`config.mk`:
```
export PLATFORM = sky130hd
export DESIGN_NAME = sixbit_text_word_decoder_with_tabs_unit
export DESIGN_NICKNAME = d
export VERILOG_FILES = /design/src/sbtwd_pkg.sv /design/src/sbtwd_ctrl.sv /design/src/sbtwd_datapath.sv /design/src/sixbit_text_word_decoder_with_tabs_unit.sv
export SDC_FILE = /design/constraint.sdc
export NUM_CORES = 1
export LEC_CHECK = 0
export BUFFER_PORTS_ARGS = -buffer_cell sky130_fd_sc_hd__buf_4
export CAP_MARGIN = 20
export CORE_AREA = 4 4 150 80
export DETAILED_ROUTE_END_ITERATION = 16
export DIE_AREA = 0 0 154 84
export GPL_ROUTABILITY_DRIVEN = 0
export GPL_TIMING_DRIVEN = 0
export PLACE_DENSITY = 0.66
export SETUP_SLACK_MARGIN = 0.1
export SYNTH_ARGS = -nofsm -noshare
export SYNTH_HDL_FRONTEND = slang
export SYNTH_HIERARCHICAL = 1
export SYNTH_SLANG_ARGS = --single-unit
export TNS_END_PERCENT = 100
```
`constraint.sdc`:
```
create_clock -name i_clk -period 9.64 [get_ports i_clk]
set_input_delay 0.964 -clock i_clk [delete_from_list [all_inputs] [get_ports i_clk]]
set_output_delay 0.964 -clock i_clk [all_outputs]
set_load 0.01 [all_outputs]
```
`src/sbtwd_pkg.sv`:
```
// Shared types and constants for the six-bit text word decoder.
// No dependencies; imported by the controller, datapath and top level.
`default_nettype none
package sbtwd_pkg;

    localparam int C_CODE_W    = 6;
    localparam int C_NUM_CODES = 5;
    localparam int C_WORD_W    = C_CODE_W * C_NUM_CODES;
    localparam int C_IDX_W     = 3;

    localparam logic [6:0] C_TAB_CHAR   = 7'h09;
    localparam logic [6:0] C_NL_CHAR    = 7'h0A;
    localparam logic [6:0] C_SPACE_CHAR = 7'h20;

    localparam logic [7:0] C_COL_START  = 8'd1;
    localparam logic [7:0] C_STOP_STEP  = 8'd8;
    localparam logic [7:0] C_STOP_MAX   = 8'd255;
    localparam logic [1:0] C_STOP_LAST_FIXED = 2'd2;

    localparam logic [7:0] C_FIXED_STOPS [0:2] = '{8'd13, 8'd27, 8'd43};

    localparam logic [6:0] C_CODE_TABLE [0:63] = '{
        7'h5B, 7'h25, 7'h5D, 7'h21, 7'h26, 7'h2A, 7'h3A, 7'h5F,
        7'h2B, 7'h09, 7'h3F, 7'h22, 7'h27, 7'h0A, 7'h28, 7'h29,
        7'h30, 7'h31, 7'h32, 7'h33, 7'h34, 7'h35, 7'h36, 7'h37,
        7'h38, 7'h39, 7'h3B, 7'h3D, 7'h2C, 7'h2D, 7'h2E, 7'h2F,
        7'h20, 7'h41, 7'h42, 7'h43, 7'h44, 7'h45, 7'h46, 7'h47,
        7'h48, 7'h49, 7'h4A, 7'h4B, 7'h4C, 7'h4D, 7'h4E, 7'h4F,
        7'h50, 7'h51, 7'h52, 7'h53, 7'h54, 7'h55, 7'h56, 7'h57,
        7'h58, 7'h59, 7'h5A, 7'h24, 7'h23, 7'h40, 7'h5E, 7'h62
    };

    typedef struct packed {
        logic [6:0] char_code;
        logic       char_valid;
        logic       newline_seen;
        logic [7:0] column_after;
        logic       last;
    } t_result;

    typedef struct packed {
        logic load;
        logic step;
        logic flush;
    } t_ctrl_cmd;

    typedef struct packed {
        logic done;
        logic cand_valid;
        logic hold_valid;
        logic out_free;
    } t_dp_status;

endpackage
`default_nettype wire

```
`src/sbtwd_ctrl.sv`:
```
// Sequencer for the six-bit text word decoder: load, step per code, flush.
// Depends on sbtwd_pkg for the command and status structs.
`default_nettype none
module sbtwd_ctrl
    import sbtwd_pkg::*;
(
    input  wire        i_clk,
    input  wire        i_rst_n,
    input  wire        i_in_valid,
    output logic       o_in_ready,
    input  wire t_dp_status i_status,
    output t_ctrl_cmd  o_cmd
);

    localparam logic [1:0] S_IDLE = 2'd0;
    localparam logic [1:0] S_RUN  = 2'd1;
    localparam logic [1:0] S_END  = 2'd2;

    logic [1:0] r_state;
    logic [1:0] n_state;

    always_comb begin
        n_state    = r_state;
        o_cmd      = '0;
        o_in_ready = 1'b0;
        case (r_state)
            S_IDLE: begin
                o_in_ready = 1'b1;
                if (i_in_valid) begin
                    o_cmd.load = 1'b1;
                    n_state    = S_RUN;
                end
            end
            S_RUN: begin
                if (i_status.done) begin
                    n_state = S_END;
                end else begin
                    // a new beat needs the held beat to move on
                    o_cmd.step = !(i_status.cand_valid && i_status.hold_valid
                                   && !i_status.out_free);
                end
            end
            S_END: begin
                if (i_status.out_free) begin
                    o_cmd.flush = 1'b1;
                    n_state     = S_IDLE;
                end
            end
            default: begin
                n_state = S_IDLE;
            end
        endcase
    end

    always_ff @(posedge i_clk) begin
        if (!i_rst_n) begin
            r_state <= S_IDLE;
        end else begin
            r_state <= n_state;
        end
    end

endmodule
`default_nettype wire

```
`src/sbtwd_datapath.sv`:
```
// Datapath for the six-bit text word decoder: column and tab-stop state,
// code lookup, hold stage for the last flag and output register. Uses sbtwd_pkg.
`default_nettype none
module sbtwd_datapath
    import sbtwd_pkg::*;
#(
    parameter int COLUMN_LIMIT = 255
) (
    input  wire                 i_clk,
    input  wire                 i_rst_n,
    input  wire t_ctrl_cmd      i_cmd,
    output t_dp_status          o_status,
    input  wire [C_WORD_W-1:0]  i_word,
    input  wire                 i_line_start,
    input  wire                 i_cfg_wr_en,
    input  wire                 i_cfg_wr_data,
    input  wire                 i_out_ready,
    output logic                o_out_valid,
    output t_result             o_out
);

    localparam logic [7:0] COL_MAX = 8'(COLUMN_LIMIT);

    logic [C_WORD_W-1:0] r_word;
    logic [C_IDX_W-1:0]  r_idx;
    logic                r_pad;
    logic                r_nl_done;
    logic [7:0]          r_col;
    logic [7:0]          r_stop;
    logic [1:0]          r_stop_idx;
    logic                r_expand;
    t_result             r_hold;
    logic                r_hold_valid;
    t_result             r_out;
    logic                r_out_valid;

    logic [C_CODE_W-1:0] code;
    logic [6:0]          ch;
    logic [7:0]          col_inc;
    logic [8:0]          stop_sum;
    logic [7:0]          n_stop;
    logic [1:0]          n_stop_idx;
    logic                can_pad;
    logic                cand_valid;
    t_result             cand;
    logic [7:0]          n_col;
    logic                n_pad;
    logic                n_nl_done;
    logic                adv_code;
    logic                adv_stop;
    logic                out_free;
    t_result             flush_res;

    assign code     = r_word[C_WORD_W-1 -: C_CODE_W];
    assign ch       = C_CODE_TABLE[code];
    assign col_inc  = (r_col < COL_MAX) ? r_col + 8'd1 : r_col;
    assign stop_sum = {1'b0, r_stop} + {1'b0, C_STOP_STEP};
    assign can_pad  = (r_col < r_stop) && (r_col < COL_MAX);
    assign out_free = !r_out_valid || i_out_ready;

    always_comb begin
        if (r_stop_idx < C_STOP_LAST_FIXED) begin
            n_stop_idx = r_stop_idx + 2'd1;
            n_stop     = C_FIXED_STOPS[n_stop_idx];
        end else begin
            n_stop_idx = r_stop_idx;
            n_stop     = stop_sum[8] ? C_STOP_MAX : stop_sum[7:0];
        end
    end

    always_comb begin
        cand       = '0;
        cand_valid = 1'b0;
        n_col      = r_col;
        n_pad      = r_pad;
        n_nl_done  = r_nl_done;
        adv_code   = 1'b0;
        adv_stop   = 1'b0;
        if (r_pad) begin
            if (can_pad) begin
                cand_valid = 1'b1;
                n_col      = col_inc;
                cand.char_code = C_SPACE_CHAR;
            end else begin
                adv_stop = 1'b1;
                adv_code = 1'b1;
                n_pad    = 1'b0;
            end
        end else if (ch == C_TAB_CHAR && r_expand) begin
            n_pad = 1'b1;
        end else if (ch == C_NL_CHAR) begin
            cand_valid        = 1'b1;
            n_col             = C_COL_START;
            n_nl_done         = 1'b1;
            cand.char_code    = ch;
            cand.newline_seen = 1'b1;
        end else begin
            cand_valid     = 1'b1;
            n_col          = col_inc;
            adv_code       = 1'b1;
            cand.char_code = ch;
        end
        cand.char_valid   = 1'b1;
        cand.column_after = n_col;
        cand.last         = 1'b0;
    end

    always_comb begin
        if (r_hold_valid) begin
            flush_res      = r_hold;
            flush_res.last = 1'b1;
        end else begin
            flush_res              = '0;
            flush_res.column_after = r_col;
            flush_res.last         = 1'b1;
        end
    end

    always_ff @(posedge i_clk) begin
        if (!i_rst_n) begin
            r_col        <= C_COL_START;
            r_stop       <= C_FIXED_STOPS[0];
            r_stop_idx   <= 2'd0;
            r_expand     <= 1'b1;
            r_idx        <= '0;
            r_pad        <= 1'b0;
            r_nl_done    <= 1'b0;
            r_hold_valid <= 1'b0;
            r_out_valid  <= 1'b0;
        end else begin
            if (i_cfg_wr_en) begin
                r_expand <= i_cfg_wr_data;
            end
            if (i_cmd.load) begin
                r_idx     <= '0;
                r_pad     <= 1'b0;
                r_nl_done <= 1'b0;
                if (i_line_start || r_col <= C_COL_START) begin
                    r_col      <= C_COL_START;
                    r_stop_idx <= 2'd0;
                    r_stop     <= C_FIXED_STOPS[0];
                end
            end
            if (i_cmd.step) begin
                r_col     <= n_col;
                r_pad     <= n_pad;
                r_nl_done <= n_nl_done;
                if (adv_code) begin
                    r_idx <= r_idx + 3'd1;
                end
                if (adv_stop) begin
                    r_stop     <= n_stop;
                    r_stop_idx <= n_stop_idx;
                end
                if (cand_valid) begin
                    r_hold_valid <= 1'b1;
                end
            end
            if (i_cmd.flush) begin
                r_hold_valid <= 1'b0;
            end
            if ((i_cmd.step && cand_valid && r_hold_valid) || i_cmd.flush) begin
                r_out_valid <= 1'b1;
            end else if (i_out_ready) begin
                r_out_valid <= 1'b0;
            end
        end
    end

    always_ff @(posedge i_clk) begin
        if (i_cmd.load) begin
            r_word <= i_word;
        end else if (i_cmd.step && adv_code) begin
            r_word <= {r_word[C_WORD_W-C_CODE_W-1:0], {C_CODE_W{1'b0}}};
        end
        if (i_cmd.step && cand_valid) begin
            r_hold <= cand;
        end
        if (i_cmd.step && cand_valid && r_hold_valid) begin
            r_out <= r_hold;
        end else if (i_cmd.flush) begin
            r_out <= flush_res;
        end
    end

    assign o_status.done       = (r_idx == 3'(C_NUM_CODES)) || r_nl_done;
    assign o_status.cand_valid = cand_valid;
    assign o_status.hold_valid = r_hold_valid;
    assign o_status.out_free   = out_free;
    assign o_out_valid         = r_out_valid;
    assign o_out               = r_out;

endmodule
`default_nettype wire

```
`src/sixbit_text_word_decoder_with_tabs_unit.sv`:
```
// Top level of the six-bit text word decoder with tab expansion.
// Instantiates sbtwd_ctrl and sbtwd_datapath; uses sbtwd_pkg.
//
// channel   dir  signals                      payload
// s_axis    in   tvalid tready tdata tuser    tdata[29:0] word, tuser line_start
// m_axis    out  tvalid tready tdata tuser    tdata char_code/column_after,
//                tlast                        tuser char_valid/newline_seen
// cfg       in   i_cfg_wr_en i_cfg_wr_data    expand_tabs
//
// A word passes through a load, a step for each code, an extra step for each
// expanded tab, a step for each padding space, end detection and a flush.
// Beats leave through a one-deep hold stage and the output register; with
// m_axis_tready low the sequencer stalls when a new beat finds both full,
// or when the flush finds the output register full.
// Reset is synchronous, active low: column 1, first stop 13, tab expansion on.
`default_nettype none
module sixbit_text_word_decoder_with_tabs_unit
    import sbtwd_pkg::*;
#(
    parameter int COLUMN_LIMIT = 255
) (
    input  wire         i_clk,
    input  wire         i_rst_n,
    input  wire         s_axis_tvalid,
    output logic        s_axis_tready,
    input  wire  [31:0] s_axis_tdata,   // [29:0] word
    input  wire         s_axis_tuser,   // [0] line_start
    output logic        m_axis_tvalid,
    input  wire         m_axis_tready,
    output logic [15:0] m_axis_tdata,   // [6:0] char_code, [14:7] column_after
    output logic [1:0]  m_axis_tuser,   // [0] char_valid, [1] newline_seen
    output logic        m_axis_tlast,
    input  wire         i_cfg_wr_en,
    input  wire         i_cfg_wr_data
);

    t_ctrl_cmd  cmd;
    t_dp_status status;
    t_result    out_res;

    sbtwd_ctrl u_ctrl (
        .i_clk      (i_clk),
        .i_rst_n    (i_rst_n),
        .i_in_valid (s_axis_tvalid),
        .o_in_ready (s_axis_tready),
        .i_status   (status),
        .o_cmd      (cmd)
    );

    sbtwd_datapath #(
        .COLUMN_LIMIT (COLUMN_LIMIT)
    ) u_datapath (
        .i_clk         (i_clk),
        .i_rst_n       (i_rst_n),
        .i_cmd         (cmd),
        .o_status      (status),
        .i_word        (s_axis_tdata[C_WORD_W-1:0]),
        .i_line_start  (s_axis_tuser),
        .i_cfg_wr_en   (i_cfg_wr_en),
        .i_cfg_wr_data (i_cfg_wr_data),
        .i_out_ready   (m_axis_tready),
        .o_out_valid   (m_axis_tvalid),
        .o_out         (out_res)
    );

    assign m_axis_tdata = {1'b0, out_res.column_after, out_res.char_code};
    assign m_axis_tuser = {out_res.newline_seen, out_res.char_valid};
    assign m_axis_tlast = out_res.last;

endmodule
`default_nettype wire

```
==> results_dict.tcl <==
set metrics [dict create \
    outcome "completed" \
    synth_mux_area_share_pct 7.496 \
    grt_setup_unrepaired "false" \
    crit_required_ps 9600 \
    crit_arrival_ps 5300 \
    fin_skew_ps 9.590 \
    cts_num_sinks 92 \
    busiest_layer "met1" \
    coreArea_um2 10710 \
    final-hold-violation-count 0 \
    cap_violations 0 \
    antenna_found_initial 0 \
    synth-simple-area-share_pct 16.51 \
    syn_avg_cell_area_um2 10.68 \
    overflow 0 \
    first_global_vias 3792 \
    ys_warn_count 6 \
    max_slew_margin_pct 41.36 \
    die_h_um 84 \
    p_total_mw 1.039 \
    clk_path_buf_depth 2 \
    rr_worst_depth 14 \
    drv_slew 0 \
    worstHoldPathCells 2 \
    cts-buffers-inserted 9 \
    ant_nets 0 \
    routed_wl_um 12330 \
    post_cts_buffers 0 \
    dr_total_vias 3998 \
    fin_crit_sh_pct 55.43 \
    multiInputGateArea_um2 2362 \
    synthAdderAreaFrac_pct 5.634 \
    synth_edf_count 64 \
    die_w_um 154 \
    startpoint_type "flop" \
    start_util_pct 47.69 \
    tightest_slew_ps 877.5 \
    vias_per_cell 5.736 \
    hold_class "reg -> reg" \
    holdBufCountCts 0 \
    synthCells 478 \
    syn_area_um2 5107 \
    crit_fanout 18 \
    crit_path_end_kind "flop" \
    rows 27 \
    async_flop_share_pct 0 \
    max_clock_freq_mhz 187.1 \
    regArea_um2 2482 \
    htree_levels 3 \
    cts.clk_slew.worst_paths_ps 70 \
    cts_resized 0 \
    grt_max_degree 20 \
    ys_ff_latch 92 \
    finalNetCount 609 \
    cts_tree "done" \
    dieArea_um2 12940 \
    fin_crit_ps 5344 \
    power_density_nw_per_um2 171.5 \
    gr-usage-met2_pct 25.63 \
    leakage_nw 2.343 \
    ir_drop_uv 90.12 \
    synth_top_family_by_area "simple AND/OR/NAND/NOR gates" \
    wl_per_cell_um 17.69 \
    rrSetupSlack_ps 4300 \
    synthToLayoutAreaGrowth_pct 18.57 \
    critical_path_class "reg -> reg" \
    n_fill_cell 909 \
    grt_use_total_pct 19.60 \
    drc 0 \
    drt_iter0_drc 428 \
    use_met3_pct 5.748 \
    synthFlopType "edfxtp_1" \
    hpwl_um 9155 \
    worstSkewPairLatency_ps 340 \
    io_pins 60 \
    drt_pass1_iterations 5 \
    yosysUniqueCellTypes 73 \
    setup_viol 0 \
    synth-seq-area-share_pct 48.60 \
    tns_ps 0 \
    diodes 0 \
    synth_xor_area_share_pct 0.5145 \
    grt_pass1_wl_um 20180 \
    grt.met1_usage_pct 31.22 \
    synth_compound_area_share_pct 15.95 \
    cts_root_buf "clkbuf_16" \
    synth.net_count 540 \
    layout-drive-gt1-share_pct 23.37 \
    port_buffers 56 \
]
-- report_power, final --
part	switching [mW]	total, mW	internal [mW]
Sequential	0.0163	0.479	0.463
Clock	0.149	0.358	0.210
Combinational	0.114	0.201	0.0872
Total	0.279	1.04	0.760
-- critical path: stages (launching register included) --
cell      delay [ps]
dfxtp_1          460
ha_1             280
nand2_1          130
nor3_1           570
nor4_1           150
o31ai_1          150
clkbuf_1         480
buf_1            520
nand2_1          110
buf_4            160
a311oi_2         250
clkbuf_1         310
clkbuf_1         410
o211ai_1         250
nand2_1          710
-- sequential cells by signal, indices dropped and copies added (netlist names) --
register and count:
u_datapath/r_word 30, u_datapath/o_out 18, u_datapath/r_hold 16, u_datapath/r_col 8, u_datapath/r_stop 8, u_datapath/r_idx 3
u_ctrl/r_state 2, u_datapath/r_stop_idx 2, u_datapath/o_out_valid 1, u_datapath/r_expand 1, u_datapath/r_hold_valid 1, u_datapath/r_nl_done 1
u_datapath/r_pad 1
-- synth_stat cells (all sizes together) (5+ instances only) --
cell     n  area share, %
a211oi   6            1.2
a21oi   25            2.4
a22oi    5           0.74
a311oi   5           0.98
a31oi    5           0.61
and2    21            2.6
buf     12            1.7
clkbuf  18            1.3
dfxtp   28             11
edfxtp  64             38
ha      23            5.6
inv     29            2.1
mux2    29            6.5
nand2   31            2.3
nand2b   9            1.2
nand3   20            2.1
nand4    6           0.74
nor2    26            1.9
nor2b    6           0.74
nor3     8           0.88
o21ai   19            1.9
o31ai   10            1.7
or4      5           0.74
-- layer usage --
layer / vias to the layer above / wire length (µm)
met3: 6 / 1018
met1: 1915 / 6472
met5: - / 0
li1: 1918 / -
met2: 159 / 4763
met4: 0 / 76
-- cell usage in the layout, fill, tap and decap left out, types with 4 or more instances in the layout --
cell type | netlist | layout
edfxtp_1 | 64 | 64
a32oi_1 | 4 | 4
nor2b_1 | 6 | 6
a21o_1 | 4 | 4
a21oi_1 | 25 | 24
nand2b_1 | 8 | 8
nand4_1 | 6 | 6
dfxtp_1 | 28 | 28
or4_1 | 5 | 5
nand3_1 | 19 | 19
o211ai_1 | 4 | 4
and3_1 | 4 | 4
nor2_1 | 26 | 26
buf_4 | 6 | 62
ha_1 | 23 | 23
a31oi_1 | 5 | 5
clkbuf_16 | 0 | 9
a311oi_1 | 4 | 4
o21ai_0 | 18 | 18
nor3_1 | 7 | 7
inv_1 | 29 | 29
and2_1 | 21 | 21
nor4_1 | 4 | 4
clkbuf_1 | 18 | 19
nor3b_1 | 4 | 4
a22oi_1 | 5 | 5
o31ai_1 | 9 | 9
mux2_2 | 28 | 28
nand2_1 | 31 | 31
a211oi_1 | 4 | 4
-- cell families after synthesis --
family | after synthesis
AND/OR/NAND/NOR | 155
AO/OA/AOI/OAI | 111
flip-flops | 92
buffers and inverters | 60
multiplexers | 33
adder cells (fa/ha/maj) | 23
XOR/XNOR | 3
other | 1
-- stage by stage --
step	hold WS, ps	setup WS [ps]	utilization (%)	cells	cell area [µm²]
after floorplan	449.8	5388	-	478	5107
after global placement	464.4	4246	53.31	679	5709
after detailed placement	489.3	4423	53.71	681	5752
after global routing	540.7	3888	56.55	697	6056
final	498.7	4296	56.55	697	6056
after CTS	498.9	4422	56.55	697	6056
-- cell type report --
cell class	count	share of cell area (%)
Buffer	30	2.541
Clock buffer	11	4.008
Clock inverter	5	1.012
Inverter	30	1.860
Multi-Input combinational cell	326	39.01
Sequential cell	92	40.99
Tap cell	145	2.996
Timing Repair Buffer	58	7.583
-- worst paths after layout --
kind / from / to
worst max-delay path: u_datapath/r_col[0]$_SDFFE_PN1P_ / u_datapath/o_out[1]$_DFFE_PP_
worst min-delay path: u_datapath/r_nl_done$_SDFFE_PN0P_ / u_datapath/r_nl_done$_SDFFE_PN0P_
worst max register to register: u_datapath/r_col[0]$_SDFFE_PN1P_ / u_datapath/o_out[1]$_DFFE_PP_
worst min register to register: u_datapath/r_nl_done$_SDFFE_PN0P_ / u_datapath/r_nl_done$_SDFFE_PN0P_
No activity file was read; power rests on OpenSTA's default activity.
